<file path="src/hw/rtl/rfd_pkg.sv">
// ---------------------------------------------------------------------------
// Range frame deframer package
// Shared constants and types for the range frame deframer cells and checker.
// ---------------------------------------------------------------------------
`default_nettype none

package rfd_pkg;

    // Number of bytes in one sensor frame.
    localparam int WIN_LEN = 16;
    localparam int FILL_W  = $clog2(WIN_LEN + 1);

    // Frame markers and the status code that flags a usable distance.
    localparam logic [7:0] SYNC_HEADER  = 8'h57;
    localparam logic [7:0] SYNC_MARK    = 8'h00;
    localparam logic [7:0] STATUS_VALID = 8'h01;

    typedef logic [7:0] t_byte;
    typedef logic [WIN_LEN-1:0][7:0] t_window;

    // Result of the frame check on the current window.
    typedef struct packed {
        logic hdr_ok;
        logic sum_ok;
    } t_chk_status;

endpackage

`default_nettype wire

</file>
<file path="src/hw/rtl/rfd_cell.sv">
// ---------------------------------------------------------------------------
// Range frame deframer byte cell
// Holds one byte of the window and takes its neighbor's byte on every shift.
// ---------------------------------------------------------------------------
`default_nettype none

module rfd_cell (
    input  wire logic         i_clk,
    input  wire logic         i_shift,
    input  wire rfd_pkg::t_byte i_d,
    output rfd_pkg::t_byte    o_q
);
    import rfd_pkg::*;

    t_byte r_byte;

    always_ff @(posedge i_clk) begin
        if (i_shift) begin
            r_byte <= i_d;
        end
    end

    assign o_q = r_byte;

endmodule

`default_nettype wire

</file>
<file path="src/hw/rtl/rfd_check.sv">
// ---------------------------------------------------------------------------
// Range frame deframer checker
// Compares the header bytes and the 8-bit additive checksum of a window.
// ---------------------------------------------------------------------------
`default_nettype none

module rfd_check (
    input  wire rfd_pkg::t_window i_win,
    output rfd_pkg::t_chk_status  o_status
);
    import rfd_pkg::*;

    t_byte s1 [8];
    t_byte s2 [4];
    t_byte s3 [2];
    t_byte sum;

    // Four-level adder tree over bytes 0 to 14, kept modulo 256.
    always_comb begin
        for (int k = 0; k < 7; k++) begin
            s1[k] = i_win[2*k] + i_win[2*k+1];
        end
        s1[7] = i_win[14];
        for (int k = 0; k < 4; k++) begin
            s2[k] = s1[2*k] + s1[2*k+1];
        end
        for (int k = 0; k < 2; k++) begin
            s3[k] = s2[2*k] + s2[2*k+1];
        end
        sum = s3[0] + s3[1];
    end

    assign o_status.hdr_ok = (i_win[0] == SYNC_HEADER) && (i_win[1] == SYNC_MARK);
    assign o_status.sum_ok = (sum == i_win[WIN_LEN-1]);

endmodule

`default_nettype wire

</file>
<file path="src/hw/rtl/range_frame_deframer.sv">
// ---------------------------------------------------------------------------
// Range frame deframer
// Finds 16-byte sensor frames in a byte stream and emits their decoded fields.
// ---------------------------------------------------------------------------
// Usage: bytes of the sensor link enter on the input channel (i_rx_valid,
// o_rx_ready, i_rx_byte), one per transfer. They shift through a row of
// sixteen byte cells, the oldest byte in cell 0. Each time a window of
// sixteen bytes is held, the window is checked for the 0x57 / 0x00 header
// and the 8-bit additive checksum in the last byte. A passing window yields
// one result transfer on the output channel (o_res_valid, i_res_ready and
// the decoded fields), and its bytes are consumed, so the next check waits
// for sixteen new bytes. A failing window slides by one byte.
// Throughput is one byte per cycle while input is not held off. A result is
// loaded into the output register once the check pending after the frame's
// last byte passes and the output register is free.
// Reset clears the fill count, the pending check and the output valid; the
// byte cells are not cleared and are never checked before being refilled.
// When the receiver stalls, the output register holds its result and bytes
// keep flowing; input is held off only when a further passing frame meets
// a full output register, until that register is taken.
// ---------------------------------------------------------------------------
`default_nettype none

module range_frame_deframer (
    input  wire logic          i_clk,
    input  wire logic          i_rst_n,
    input  wire logic          i_rx_valid,
    output logic               o_rx_ready,
    input  wire rfd_pkg::t_byte i_rx_byte,
    output logic               o_res_valid,
    input  wire logic          i_res_ready,
    output logic [7:0]         o_sensor_id,
    output logic [31:0]        o_system_time_ms,
    output logic [23:0]        o_distance_mm,
    output logic               o_distance_valid,
    output logic [15:0]        o_return_level,
    output logic [7:0]         o_range_prec
);
    import rfd_pkg::*;

    // Window held in the cell row; index 0 is the oldest byte.
    t_window     win;
    t_chk_status status;

    logic              rx_xfer;
    logic              out_free;
    logic              pass_now;
    logic              load_res;

    logic [FILL_W-1:0] r_fill, n_fill;
    logic              r_chk, n_chk;
    logic              r_res_valid, n_res_valid;

    logic [7:0]  r_sensor_id;
    logic [31:0] r_time;
    logic [23:0] r_dist;
    logic        r_dist_ok;
    logic [15:0] r_strength;
    logic [7:0]  r_prec;

    // The row of cells: each cell takes its right neighbor's byte on a
    // transfer, and the last cell takes the incoming byte.
    for (genvar g = 0; g < WIN_LEN; g++) begin : g_cell
        t_byte d_in;
        if (g == WIN_LEN - 1) begin : g_tail
            assign d_in = i_rx_byte;
        end else begin : g_body
            assign d_in = win[g+1];
        end
        rfd_cell u_cell (
            .i_clk   (i_clk),
            .i_shift (rx_xfer),
            .i_d     (d_in),
            .o_q     (win[g])
        );
    end

    rfd_check u_check (
        .i_win    (win),
        .o_status (status)
    );

    // A check is pending for the window formed by the last transfer. It is
    // resolved in the cycle after, unless it passes while the output
    // register is still full; then the input stalls until it drains.
    assign out_free   = !r_res_valid || i_res_ready;
    assign pass_now   = r_chk && (r_fill == FILL_W'(WIN_LEN)) &&
                        status.hdr_ok && status.sum_ok;
    assign load_res   = pass_now && out_free;
    assign o_rx_ready = !(pass_now && !out_free);
    assign rx_xfer    = i_rx_valid && o_rx_ready;

    always_comb begin
        n_fill      = r_fill;
        n_chk       = r_chk;
        n_res_valid = r_res_valid;

        if (i_res_ready) begin
            n_res_valid = 1'b0;
        end
        if (load_res) begin
            n_res_valid = 1'b1;
            n_fill      = '0;
        end
        if (rx_xfer) begin
            n_chk = 1'b1;
            if (n_fill != FILL_W'(WIN_LEN)) begin
                n_fill = n_fill + 1'b1;
            end
        end else if (r_chk && o_rx_ready) begin
            n_chk = 1'b0;
        end
    end

    always_ff @(posedge i_clk) begin
        if (!i_rst_n) begin
            r_fill      <= '0;
            r_chk       <= 1'b0;
            r_res_valid <= 1'b0;
        end else begin
            r_fill      <= n_fill;
            r_chk       <= n_chk;
            r_res_valid <= n_res_valid;
        end
    end

    // Decoded fields of a passing frame, multi-byte values little endian.
    always_ff @(posedge i_clk) begin
        if (load_res) begin
            r_sensor_id <= win[3];
            r_time      <= {win[7], win[6], win[5], win[4]};
            r_dist      <= {win[10], win[9], win[8]};
            r_dist_ok   <= (win[11] == STATUS_VALID);
            r_strength  <= {win[13], win[12]};
            r_prec      <= win[14];
        end
    end

    assign o_res_valid       = r_res_valid;
    assign o_sensor_id       = r_sensor_id;
    assign o_system_time_ms  = r_time;
    assign o_distance_mm     = r_dist;
    assign o_distance_valid  = r_dist_ok;
    assign o_return_level    = r_strength;
    assign o_range_prec      = r_prec;

    // The fill count never passes a full window.
    a_fill_range: assert property (@(posedge i_clk) disable iff (!i_rst_n)
        r_fill <= FILL_W'(WIN_LEN))
        else $error("fill count beyond window length");

    // Input is held off only while the output register is stalled.
    a_stall_cause: assert property (@(posedge i_clk) disable iff (!i_rst_n)
        !o_rx_ready |-> (r_res_valid && !i_res_ready))
        else $error("input stalled with a free output register");

    // A loaded result consumes the window: at most the concurrent byte remains.
    a_consume: assert property (@(posedge i_clk) disable iff (!i_rst_n)
        load_res |=> (r_fill <= FILL_W'(1) && r_res_valid))
        else $error("window not consumed after a result");

    // Every byte transfer leaves a check pending for the new window.
    a_chk_set: assert property (@(posedge i_clk) disable iff (!i_rst_n)
        rx_xfer |=> r_chk)
        else $error("no check pending after a byte transfer");

endmodule

`default_nettype wire
</file>
<file path="config.mk">
export PLATFORM = sky130hd
export DESIGN_NAME = range_frame_deframer
export DESIGN_NICKNAME = d
export VERILOG_FILES = /design/src/hw/rtl/rfd_pkg.sv /design/src/hw/rtl/rfd_cell.sv /design/src/hw/rtl/rfd_check.sv /design/src/hw/rtl/range_frame_deframer.sv
export SDC_FILE = /design/constraint.sdc
export NUM_CORES = 1
export LEC_CHECK = 0
export ABC_AREA = 1
export BUFFER_PORTS_ARGS = -buffer_cell sky130_fd_sc_hd__clkbuf_2
export CAP_MARGIN = 20
export CORE_ASPECT_RATIO = 1.1
export CORE_MARGIN = 3
export CORE_UTILIZATION = 25
export CTS_CLUSTER_DIAMETER = 100
export CTS_CLUSTER_SIZE = 12
export DETAILED_ROUTE_END_ITERATION = 10
export HOLD_SLACK_MARGIN = 0.12
export PLACE_DENSITY = 0.48
export SLEW_MARGIN = 25
export SYNTH_ARGS = -nofsm -noshare
export SYNTH_HDL_FRONTEND = slang
export SYNTH_HIERARCHICAL = 1
export SYNTH_SLANG_ARGS = --single-unit
</file>
<file path="constraint.sdc">
create_clock -name i_clk -period 19.4 [get_ports i_clk]
set_input_delay 2.91 -clock i_clk [delete_from_list [all_inputs] [get_ports i_clk]]
set_output_delay 2.91 -clock i_clk [all_outputs]
set_load 0.02 [all_outputs]
</file>
Yosys cells after proc, flatten, opt, wreduce, memory -nomap -nowiden
Index checks and enable logic that the tools add are counted.
{ "totals": {"regBits": 224, "input_bits": 12, "output_inout_bits": 91, "wordCells": 67} }
{ "classes": {"add_sub_neg": 15, "eq_ne": 5, "mux": 7, "n_reduce_logical": 15} }
{ "op_table": {"columns": ["operator", "count"], "rows": [
  ["8-bit adder", 14],
  ["5-bit 2-to-1 mux", 3],
  ["8-bit by 1-bit == test with 1-bit output, second input constant", 1],
  ["8-bit by 7-bit == test with 1-bit output, second input constant", 1],
  ["8-bit == test", 1],
  ["1-bit logical AND", 8],
  ["8-bit logical NOT", 1],
  ["5-bit by 1-bit adder with 5-bit output, second input constant", 1],
  ["5-bit == test, second input constant", 1],
  ["5-bit inequality test, second input constant", 1],
  ["1-bit 2-to-1 mux", 4],
  ["2-bit nonzero test", 2],
  ["1-bit logical NOT", 3],
  ["1-bit logical OR", 1]
]} }

Depth between registers and ports, before layout
Gate-level depths: netlist of run 1.
{ "logic_depth": {"depth_word": 11, "mapped_depth": 29, "ltp_nobuf": 29} }

Hierarchy
The synthesis of run 1 kept the hierarchy.
{ "by_module_without_submodules": {"columns": ["mod", "instances", "cells_per_inst", "area_each_um2", "seq_area_each_um2"], "rows": [
  ["rfd_cell", 16, 8, 240.2, 240.2],
  ["range_frame_deframer", 1, 149, 3089.2, 2812.7],
  ["rfd_check", 1, 303, 2712.6, 0.0]
]} }

Worst setup path after synthesis of run 1
No wires, ideal clock.
{ "synth_path": {"path_kind": "reg2reg", "startpoint": "register g_cell[12].u_cell.r_byte[2]", "endpoint": "register r_dist[0], in the netlist o_distance_mm[0], enable pin", "setup_time_ps": 537, "arrival_ps": 9066, "t_required_ps": 18863, "path_slack_ps": 9797, "stages_incl_launch_ff": 23, "n_path_buf": 0, "period_less_slack_ps": 9603, "cell_sequence": "edfxtp_1 fa_1 inv_1 fa_1 fa_1 fa_1 fa_1 inv_1 fa_1 ha_1 inv_1 fa_1 xor2_1 nand4_1 nor2_1 nand3_1 o21bai_1 o21bai_1 nor2_1 nand4_1 nor3_1 inv_2 nor2_1"} }
{ "synth_rtl": {"columns": ["item", "line", "source"], "rows": [
  ["from (decl)", "rfd_cell.sv:15", "t_byte r_byte;"],
  ["from (signal assigned)", "rfd_cell.sv:19", "r_byte <= i_d;"],
  ["to (signal assigned)", "range_frame_deframer.sv:132", "r_dist <= {win[10], win[9], win[8]};"],
  ["to (decl)", "range_frame_deframer.sv:56", "logic [23:0] r_dist;"]
]} }

==> impl_metrics.csv, run 1 <==
group,metric,value,unit
run_status,status,"completed",
timing,setup_viol,0,
timing,period_needed,9.54,ns
global_route,met1_usage,13.0,%
global_route,grt_max_degree,69,
timing,rsz0062_at_grt,"no",
power,power,0.00170,W
timing,fin_skew,0.0121,ns
power,leakagePower,4.47,nW
drt,routedWlPerCell,15.8,um
floorplanning,placementRows,74,
timing,fin_tns_setup,0,ns
clocking,cts.repair.resized,0,
drt,dr_total_vias,4591,
power,vdd_drop_max,107,uV
timing,fin_crit_sh,49.2,%
drt,drt-total-wl,19.2,mm
floorplanning,dieArea,0.0410,mm2
drt,postRouteAntennaNets,0,
yosys,ys_seq_area_share,69.0,%
worst_setup_path,crit_chain,"fa_1 -> inv_1 -> fa_1 -> fa_1 -> fa_1 -> fa_1 -> inv_1 -> fa_1 -> ha_1 -> inv_1 -> fa_1 -> xor2_1 -> nand4_1 -> nor2_1 -> nand3_1 -> o21bai_1 -> o21bai_1 -> nor2_1 -> nand4_1 -> nor3_1 -> nand2_1 -> clkbuf_2",
global_route,use_met2,15.4,%
global_route,globalRouteOverflowTotal,0,
layout,fill_cells,3749,
clocking,cts-htree-levels,1,
floorplanning,initial_core_util,25.7,%
run,maxCapViolCount,0,
yosys,syn_area,0.00965,mm2
layout,final_cell_mix,"edfxtp_1 (217), inv_1 (106), clkbuf_2 (102)",
clocking,cts_buffers,22,
placed_design,portBuffers,102,
timing,hold_viol_final,0,
power,p_per_area,149,mW/mm2
floorplanning,die_x,193,um
drt,dr.pass1.iters,5,
layout,layout_commonest_cell,"edfxtp_1",
layout,regArea,0.00666,mm2
clocking,cts_setup_buffers,0,
worst_setup_path,startpoint_type,"register",
worst_setup_path,path_delay_family,"adder cells",
worst_setup_path,cpPeakStageDelay,0.58,ns
global_route,grt_use_total,9.56,%
timing,slew_viol_final,0,
clocking,clock_sinks,224,
global_route,antenna_found_initial,0,
layout,multiInputGateArea,0.00258,mm2
global_route,met3_usage,2.06,%
clocking,cts_hold_buf,0,
worst_setup_path,critPathMaxFanout,3,
floorplanning,die_y,212,um
worst_setup_path,critPathBufInv,4,
global_route,grt_pass1_vias,4974,
clocking,clk_latency,0.52,ns
min_path,min_path_type,"register to register",
clocking,cts_buffer_depth,3,
drt,drc,0,
timing,clock.fmax,0.105,GHz
layout,antennaDiodeCount,0,
global_route,globalRoute.busiestLayer,"met2",
layout,area_delta_synth_final,18.6,%
clocking,cts-root-buf,"clkbuf_16",
worst_setup_path,cp.required,16.49,ns
floorplanning,ioPinCount,103,
timing,relSlewSlack,39.5,%
worst_setup_path,worstSetupPathType,"register to output pin",
timing,worst_slew_pin_slew,0.907,ns
layout,layout.nets,814,
floorplanning,core,0.0376,mm2
worst_setup_path,crit_top_cell,"fa_1",
clocking,clk_pin_slew,0.06,ns
yosys,synth_seq_cells,224,
global_route,grt_pass1_wl,30.1,mm
placed_design,post-dp-hpwl,13.6,mm
yosys,syn_nets,685,
drt,first_iter_violations,172,
yosys,yosys.cell_types.count,28,
yosys,yosysWarnings,6,
clocking,cts_tree,"yes",
worst_setup_path,cp-end-kind,"output pin",
drt,avgViaCountPerCell,3.79,
yosys,syn_inst,580,
layout,drive_above_1_share,20.5,%
worst_setup_path,cp.arrival,6.63,ns
placed_design,gp_congestion,0.722,
worst_setup_path,crit_path_top_delay_cell,"fa_1",
yosys,avgSynthCellArea,16.6,um2
sequential cells by signal (all words and copies together) (netlist names):
signal and flops:
g_cell.u_cell/o_q 128, o_distance_mm 24, o_distance_valid 1, o_range_prec 8, o_res_valid 1, o_return_level 16, o_sensor_id 8, o_system_time_ms 32
r_chk 1, r_fill 5
final cells by class:
type                       instances  area share [%]
clock buffer                      31            5.29
clock inverter                     1           0.262
inverter                         112            3.70
sequential                       224            58.2
tap                              494            5.40
timing repair buffer             105            4.66
multi-input combinational        244            22.5
routing by layer:
metal | part of all wire (%) | wire [um] | vias up
met5 | 0 | 0 | -
met3 | 4.9 | 944 | 24
met1 | 46 | 8840 | 2281
met2 | 47 | 8960 | 91
met4 | 2.2 | 419 | 0
li1 | - | - | 2195
synthesized netlist by cell type:
cell type,number,area share (%)
nor2_4,2,0.23
nand2_4,1,0.12
edfxtp_1,217,68
nand3b_1,2,0.16
nor4b_1,2,0.18
nand3_2,1,0.10
dfxtp_1,7,1.5
nor3_1,1,0.052
o21bai_1,2,0.16
a21oi_1,10,0.52
or2_4,1,0.091
xnor2_1,10,0.91
nor2_1,10,0.39
nand4_1,3,0.19
inv_2,6,0.23
nand2_2,4,0.26
nand2_1,68,2.6
o21ai_0,1,0.052
nor2_2,1,0.065
nor4_1,3,0.19
nand3_1,19,0.99
xor2_1,7,0.64
a21o_1,1,0.078
fa_1,81,17
ha_1,12,1.6
nand3_4,1,0.18
and2_1,1,0.065
inv_1,106,4.1
path summary, 6_finish.rpt:
check / startpoint / endpoint / slack (ns) / cells after the start
worst min-delay path: g_cell[15].u_cell/o_q[5] / g_cell[14].u_cell/o_q[5] / 0.47 / 0
worst max-delay path: g_cell[3].u_cell/o_q[2] / o_rx_ready / 9.86 / 22
worst max register to register: g_cell[3].u_cell/o_q[2] / g_cell[4].u_cell/o_q[0] / 12.09 / 24
worst min register to register: g_cell[15].u_cell/o_q[5] / g_cell[14].u_cell/o_q[5] / 0.47 / 0
worst reg2reg max path, stage by stage, from the launching register on:
cell      delay (ns)
edfxtp_1        0.43
fa_1            0.56
inv_1           0.06
fa_1            0.58
fa_1            0.46
fa_1            0.46
fa_1            0.50
inv_1           0.06
fa_1            0.48
ha_1            0.16
inv_1           0.06
fa_1            0.45
xnor2_1         0.18
xor2_1          0.15
nor2_1          0.06
nand3_1         0.05
o21bai_1        0.12
o21bai_1        0.13
nor2_1          0.11
nand2_1         0.10
nor2_2          0.05
nand3_4         0.10
nand2_4         0.07
inv_4           0.60
buf_4           0.91
logic make-up (layout without fill, tap and decap cells):
family                   after synthesis  after routing  share of synthesized area (%)
AND/OR/NAND/NOR                      120            120                           5.92
buffers and inverters                112            249                           4.36
flip-flops                           224            224                           69.0
AO/OA/AOI/OAI                         14             14                          0.804
adder cells (fa/ha/maj)               93             93                           18.4
XOR/XNOR                              17             17                           1.54
metrics by stage:
| stage | util (%) | instances | setup WS [ns] | hold slack (ns) | area (um2) |
|---|---|---|---|---|---|
| floorplan | - | 580 | 9.80 | 0.426 | 9650 |
| global placement | 28.7 | 1179 | 10.40 | 0.441 | 10800 |
| detailed placement | 28.7 | 1179 | 10.39 | 0.459 | 10800 |
| CTS | 30.4 | 1211 | 9.76 | 0.469 | 11400 |
| global route | 30.4 | 1211 | 9.55 | 0.488 | 11400 |
| finish | 30.4 | 1211 | 9.86 | 0.465 | 11400 |
report_power, final:
group / internal (W) / switching (W)
Combinational: 0.000336 / 0.000393
Clock: 0.000228 / 0.000176
Sequential: 0.000550 / 0.0000167
No activity file was read; power rests on OpenSTA's default activity.
==> inputs of run 2 (changes only) <==
- ABC_AREA: 1 -> 0
- clock period: 19.4 -> 9.15 ns (I/O delays scaled with it)
==> run 2 against run 1 <==
Net effect: register-to-register slack got worse by 10 ns; via count down 9.0%; synthesized cell count is 17% lower; setup slack worse by 8.7 ns; worst hold slack gained 0.0034 ns; flip-flop and latch count unchanged; die area fell by 2.6%; non-clock buffer count decreased by 1; sequential share of layout area grew 1.4 points; power grew 120%; cell count down 8.9%; critical path depth decreased by 4; largest power group unchanged; highest routed layer unchanged.
==> impl_metrics.csv, run 2 <==
group,metric,value,unit
run_status,status,"completed",
global_route,antenna_found_initial,1,
worst_setup_path,crit_path_top_delay_cell,"fa_1",
clocking,clock_sinks,224,
timing,rsz0062_at_grt,"no",
floorplanning,dieArea,0.0399,mm2
timing,setup_viol,0,
timing,period_needed,7.96,ns
worst_setup_path,cp.arrival,6.59,ns
yosys,synth_xor_area_share,3.97,%
placed_design,gp_congestion,0.722,
drt,postRouteAntennaNets,0,
yosys,yosys.area.top_type_share,69.4,%
min_path,holdCritStartpoint,"g_cell[2].u_cell/o_q[4]",
yosys,yosys.cell_types.count,31,
floorplanning,ioPinCount,103,
yosys,synth_compound_area_share,1.08,%
floorplanning,die_y,209,um
yosys,yosys-mux-area-fraction,0,%
yosys,synthFlopType,"edfxtp_1",
worst_setup_path,cpPeakStageDelay,0.57,ns
run,maxCapViolCount,0,
worst_setup_path,cp-end-kind,"output pin",
yosys,syn_nets,585,
yosys,syn_area,0.00938,mm2
clocking,cts_buffer_depth,3,
timing,fin_tns_setup,0,ns
worst_setup_path,startpoint,"g_cell[9].u_cell/o_q[2]",
worst_setup_path,worstSetupPathType,"register to output pin",
layout,drive_above_1_share,21.9,%
yosys,ys_top_cells_by_count,"edfxtp_1 (217), fa_1 (81), inv_1 (79), xnor2_1 (30), ha_1 (12)",
yosys,synth_seq_cells,224,
yosys,yosysWarnings,6,
placed_design,portBuffers,102,
power,vdd_drop_max,336,uV
yosys,synth-edff-count,217,
yosys,synth-simple-area-share,1.96,%
placed_design,post-dp-hpwl,12.8,mm
worst_setup_path,crit-reg2reg-launch,"g_cell[9].u_cell/o_q[2]",
drt,avgViaCountPerCell,3.79,
global_route,grt_max_degree,90,
layout,final_cell_mix,"edfxtp_1 (217), clkbuf_2 (102), fa_1 (81)",
power,p_per_area,332,mW/mm2
timing,fin_skew,0.0203,ns
global_route,globalRouteOverflowTotal,0,
yosys,synth_most_common_cell,"edfxtp_1",
timing,relSlewSlack,48.2,%
yosys,synthAdderAreaFrac,18.9,%
clocking,cts.repair.resized,0,
drt,drc,0,
floorplanning,initial_core_util,25.6,%
yosys,yosysTopAreaCell,"edfxtp_1",
timing,worst_slew_pin_slew,0.777,ns
worst_setup_path,cp.required,7.78,ns
min_path,min_path_type,"register to register",
worst_setup_path,crit_top_cell,"fa_1",
floorplanning,die_x,191,um
yosys,syn_inst,480,
clocking,cts_setup_buffers,0,
layout,layout_commonest_cell,"edfxtp_1",
yosys,synth.area.top_cells,"edfxtp_1 (69%), fa_1 (17%), inv_1 (3.2%)",
clocking,clk_latency,0.52,ns
drt,routedWlPerCell,16.5,um
layout,largest_reg_flops,128,
global_route,grt_use_total,9.35,%
layout,antennaDiodeCount,0,
timing,fin_crit_sh,87.0,%
clocking,cts-htree-levels,1,
global_route,grt_pass1_wl,28.1,mm
floorplanning,placementRows,73,
yosys,avgSynthCellArea,19.5,um2
yosys,synth_top_family_by_area,"adder cells",
worst_setup_path,crit_chain,"fa_1 -> inv_1 -> fa_1 -> fa_1 -> fa_1 -> fa_1 -> inv_1 -> fa_1 -> ha_1 -> inv_1 -> fa_1 -> xnor2_1 -> nor4_1 -> nand2_1 -> nor4_2 -> nand4_1 -> or3_4 -> clkbuf_2",
yosys,async_flop_share,0,%
drt,drt-total-wl,18.2,mm
clocking,cts_tree,"yes",
timing,holdWs,0.469,ns
clocking,cts-root-buf,"clkbuf_16",
global_route,grt_pass1_vias,4538,
yosys,ys_seq_area_share,70.9,%
clocking,clk_pin_slew,0.06,ns
clocking,cts_buffers,22,
drt,dr.pass1.iters,4,
worst_setup_path,critPathMaxFanout,4,
clocking,cts_hold_buf,0,
layout,area_delta_synth_final,19.1,%
worst_setup_path,startpoint_type,"register",
floorplanning,core,0.0366,mm2
timing,clock.fmax,0.126,GHz
layout,layout.nets,713,
drt,first_iter_violations,205,
drt,dr_total_vias,4177,
timing,hold_viol_final,0,
power,leakagePower,4.16,nW
timing,slew_viol_final,0,
## run 2: cell types whose count changed after synthesis, moves of 3 or more
cell	change
inv_1	-27
xor2_1	+3
nand2_2	-4
inv_2	-6
nor2_1	-4
xnor2_1	+20
nand3_1	-17
a21oi_1	-8
nand2_1	-63
a21o_1	+3
## run 2: metal layers
metal  track usage (%)  share of wire, %  vias up
met5                 0                 0        -
met4              3.26               2.7        0
met3              1.76               4.5       31
met2              15.0                48       87
met1              12.8                45     2150
li1                  -                 -     1909
## run 2: final timing paths
check | depth (start not counted) | end | slack, ns
max | 18 | o_rx_ready | 1.19
max reg2reg | 19 | g_cell[0].u_cell/o_q[3] | 1.97
min reg2reg | 0 | g_cell[1].u_cell/o_q[4] | 0.47
min | 0 | g_cell[1].u_cell/o_q[4] | 0.47
## run 2: final cells by class
class / instances / area, um2
inverters: 79 / 302
fillers: 3609 / 25400
repair buffers: 104 / 538
clock inverters: 1 / 30.0
well taps: 487 / 609
flip-flops and latches: 224 / 6660
clock buffers: 31 / 606
multi-input cells: 177 / 2440
## run 2: power by group
| part | total [W] | switching [W] | internal [W] |
|---|---|---|---|
| combinational | 0.00166 | 0.000825 | 0.000834 |
| sequential | 0.00120 | 0.0000366 | 0.00117 |
| clock | 0.000853 | 0.000370 | 0.000483 |
## run 2: metrics by stage
| step | area, um2 | total power, W | cells | utilization [%] | setup slack (ns) |
|---|---|---|---|---|---|
| floorplan | 9390 | 0.00260 | 480 | - | 1.13 |
| global placement | 10500 | 0.00295 | 1071 | 28.8 | 1.77 |
| detailed placement | 10500 | 0.00293 | 1071 | 28.8 | 1.65 |
| CTS | 11200 | 0.00381 | 1103 | 30.5 | 1.07 |
| global route | 11200 | 0.00405 | 1103 | 30.5 | 0.799 |
| finish | 11200 | 0.00371 | 1103 | 30.5 | 1.19 |
## run 2: cell families after synthesis
group	count (synthesis)
compound gates	13
buf+inv	79
fa+ha+maj	93
xor+xnor	41
flops	224
simple gates	30
## run 2: worst max-delay path: cells and delay by family (launching register included)
kind                     cells  cell delay [ns]
flip-flops                   1             0.49
AND/OR/NAND/NOR              5             1.46
XOR/XNOR                     1             0.14
adder cells (fa/ha/maj)      8             3.66
buffers and inverters        4             0.34
==> inputs of run 3 (changes only) <==
- CELL_PAD_IN_SITES_DETAIL_PLACEMENT: unset -> 1
- CELL_PAD_IN_SITES_GLOBAL_PLACEMENT: unset -> 2
- PLACE_DENSITY: 0.48 -> 0.57
- RECOVER_POWER: unset -> 50
==> run 3 against run 2 <==
Net effect: critical path depth is the same; critical endpoint unchanged; flip-flop and latch count unchanged; largest power group unchanged; via count increased by 0.50%; clock power is essentially flat; cell count rose by 0.27%; critical path type unchanged; clock skew down 0.0065 ns; routed wire length up 4.7%; die area did not move.
==> impl_metrics.csv, run 3 (synthesized netlist as in run 2, its figures left out) <==
group,metric,value,unit
power,leakagePower,4.03,nW
global_route,grt_pass1_wl,30.4,mm
power,clkPwrFrac,22.8,%
timing,relSlewSlack,40.0,%
worst_setup_path,r2r_cells,19,
floorplanning,initial_core_util,25.6,%
run,maxCapViolCount,0,
global_route,grt_use_total,9.84,%
clocking,cts.repair.resized,0,
drt,drt-total-wl,19.1,mm
global_route,grt_max_degree,66,
drt,avgViaCountPerCell,3.80,
worst_setup_path,crit_top_cell,"fa_1",
layout,antennaDiodeCount,0,
layout,area_delta_synth_final,18.6,%
min_path,min_path_type,"register to register",
timing,fin_skew,0.0138,ns
clocking,cts-root-buf,"clkbuf_16",
drt,drc,0,
drt,first_iter_violations,224,
power,power,0.00374,W
timing,rsz0062_at_grt,"no",
min_path,whs_path_depth,0,
power,internal_power,0.00250,W
timing,hold_viol_final,0,
placed_design,portBuffers,102,
timing,slew_viol_final,0,
clocking,cts_buffers,23,
layout,drive_above_1_share,14.4,%
floorplanning,ioPinCount,103,
run_status,status,"completed",
floorplanning,placementRows,73,
global_route,antenna_found_initial,0,
clocking,cts_tree,"yes",
worst_setup_path,crit_chain,"fa_1 -> inv_1 -> fa_1 -> fa_1 -> fa_1 -> fa_1 -> fa_1 -> inv_1 -> ha_1 -> a21o_1 -> a21o_1 -> a21o_1 -> a21oi_1 -> xnor3_1 -> nor4_2 -> nand4_1 -> or3_4 -> clkbuf_2",
layout,layout.nets,715,
worst_setup_path,cpPeakStageDelay,0.61,ns
layout,final_cell_mix,"edfxtp_1 (217), fa_1 (81), inv_1 (78)",
floorplanning,dieArea,0.0399,mm2
power,p_sw_share,33.1,%
placed_design,post-dp-hpwl,14.0,mm
clocking,cts_setup_buffers,0,
worst_setup_path,cp.arrival,6.55,ns
power,seqPwrFrac,32.2,%
placed_design,gp_congestion,0.726,
power,p_switching,0.00124,W
clocking,cts_buffer_depth,3,
worst_setup_path,cp.required,7.78,ns
global_route,globalRouteOverflowTotal,0,
worst_setup_path,crit_path_top_delay_cell,"fa_1",
worst_setup_path,critPathMaxFanout,4,
timing,fin_tns_setup,0,ns
timing,fin_crit_sh,86.6,%
clocking,cts-htree-levels,1,
timing,worst_slew_pin_slew,0.900,ns
clocking,clk_latency,0.51,ns
power,vdd_drop_max,280,uV
worst_setup_path,startpoint_type,"register",
timing,period_needed,7.93,ns
timing,clock.fmax,0.126,GHz
layout,largest_reg_flops,128,
power,pwr-share-comb,45.0,%
drt,routedWlPerCell,17.2,um
clocking,clock_sinks,224,
worst_setup_path,cp-end-kind,"output pin",
drt,postRouteAntennaNets,0,
timing,setup_viol,0,
worst_setup_path,worstSetupPathType,"register to output pin",
clocking,cts_hold_buf,0,
drt,dr_total_vias,4198,
floorplanning,core,0.0366,mm2
clocking,clk_pin_slew,0.07,ns
global_route,grt_pass1_vias,4956,
floorplanning,die_y,209,um
power,p_per_area,336,mW/mm2
drt,dr.pass1.iters,4,
floorplanning,die_x,191,um
layout,layout_commonest_cell,"edfxtp_1",
layout,final_util,30.4,%
==> run 3: stage by stage <==
stage | cells | hold WS (ns) | setup WS, ns | area [um2]
2_1_floorplan | 480 | 0.447 | 1.13 | 9390
3_3_place_gp | 1072 | 0.465 | 1.72 | 10500
3_5_place_dp | 1072 | 0.473 | 1.65 | 10500
4_1_cts | 1106 | 0.491 | 1.05 | 11200
5_1_grt | 1106 | 0.518 | 0.750 | 11100
6_report | 1106 | 0.494 | 1.22 | 11100
==> run 3: per-layer routing <==
metal | share of wire (%) | up-vias | global-route usage [%]
met4 | 2.1 | 0 | 3.16
met2 | 50 | 71 | 16.7
met3 | 3.7 | 23 | 1.64
met1 | 44 | 2192 | 12.8
met5 | 0 | - | 0
li1 | - | 1912 | -
==> run 3: cell type report <==
cell class	instances	area, um2
sequential	224	6660
clock inverter	3	46.3
inverter	79	299
multi-input combinational	177	2440
clock buffer	31	606
tap	487	609
timing repair buffer	105	472
fill	3768	25500
==> run 3: final timing paths <==
| check | start | end | slack (ns) |
|---|---|---|---|
| worst max-delay path | g_cell[6].u_cell/o_q[3] | o_rx_ready | 1.22 |
| worst min-delay path | g_cell[2].u_cell/o_q[6] | g_cell[1].u_cell/o_q[6] | 0.49 |
| worst max register to register | g_cell[6].u_cell/o_q[3] | g_cell[13].u_cell/o_q[3] | 1.88 |
| worst min register to register | g_cell[2].u_cell/o_q[6] | g_cell[1].u_cell/o_q[6] | 0.49 |
==> run 3: power groups by stage <==
stage	logic, W	registers (W)	clock network, W
CTS	0.00176	0.00121	0.000892
detailed placement	0.00174	0.00123	0
global route	0.00197	0.00121	0.000934
finish	0.00168	0.00120	0.000854
global placement	0.00173	0.00123	0
floorplan	0.00138	0.00121	0
==> run 3: critical path: cells and delay by family, from the launching register on <==
family / cells / cell delay, ns
AO/OA/AOI/OAI: 4 / 0.71
AND/OR/NAND/NOR: 3 / 0.94
buffers and inverters: 3 / 0.31
XOR/XNOR: 1 / 0.26
adder cells (fa/ha/maj): 7 / 3.39
flip-flops: 1 / 0.46
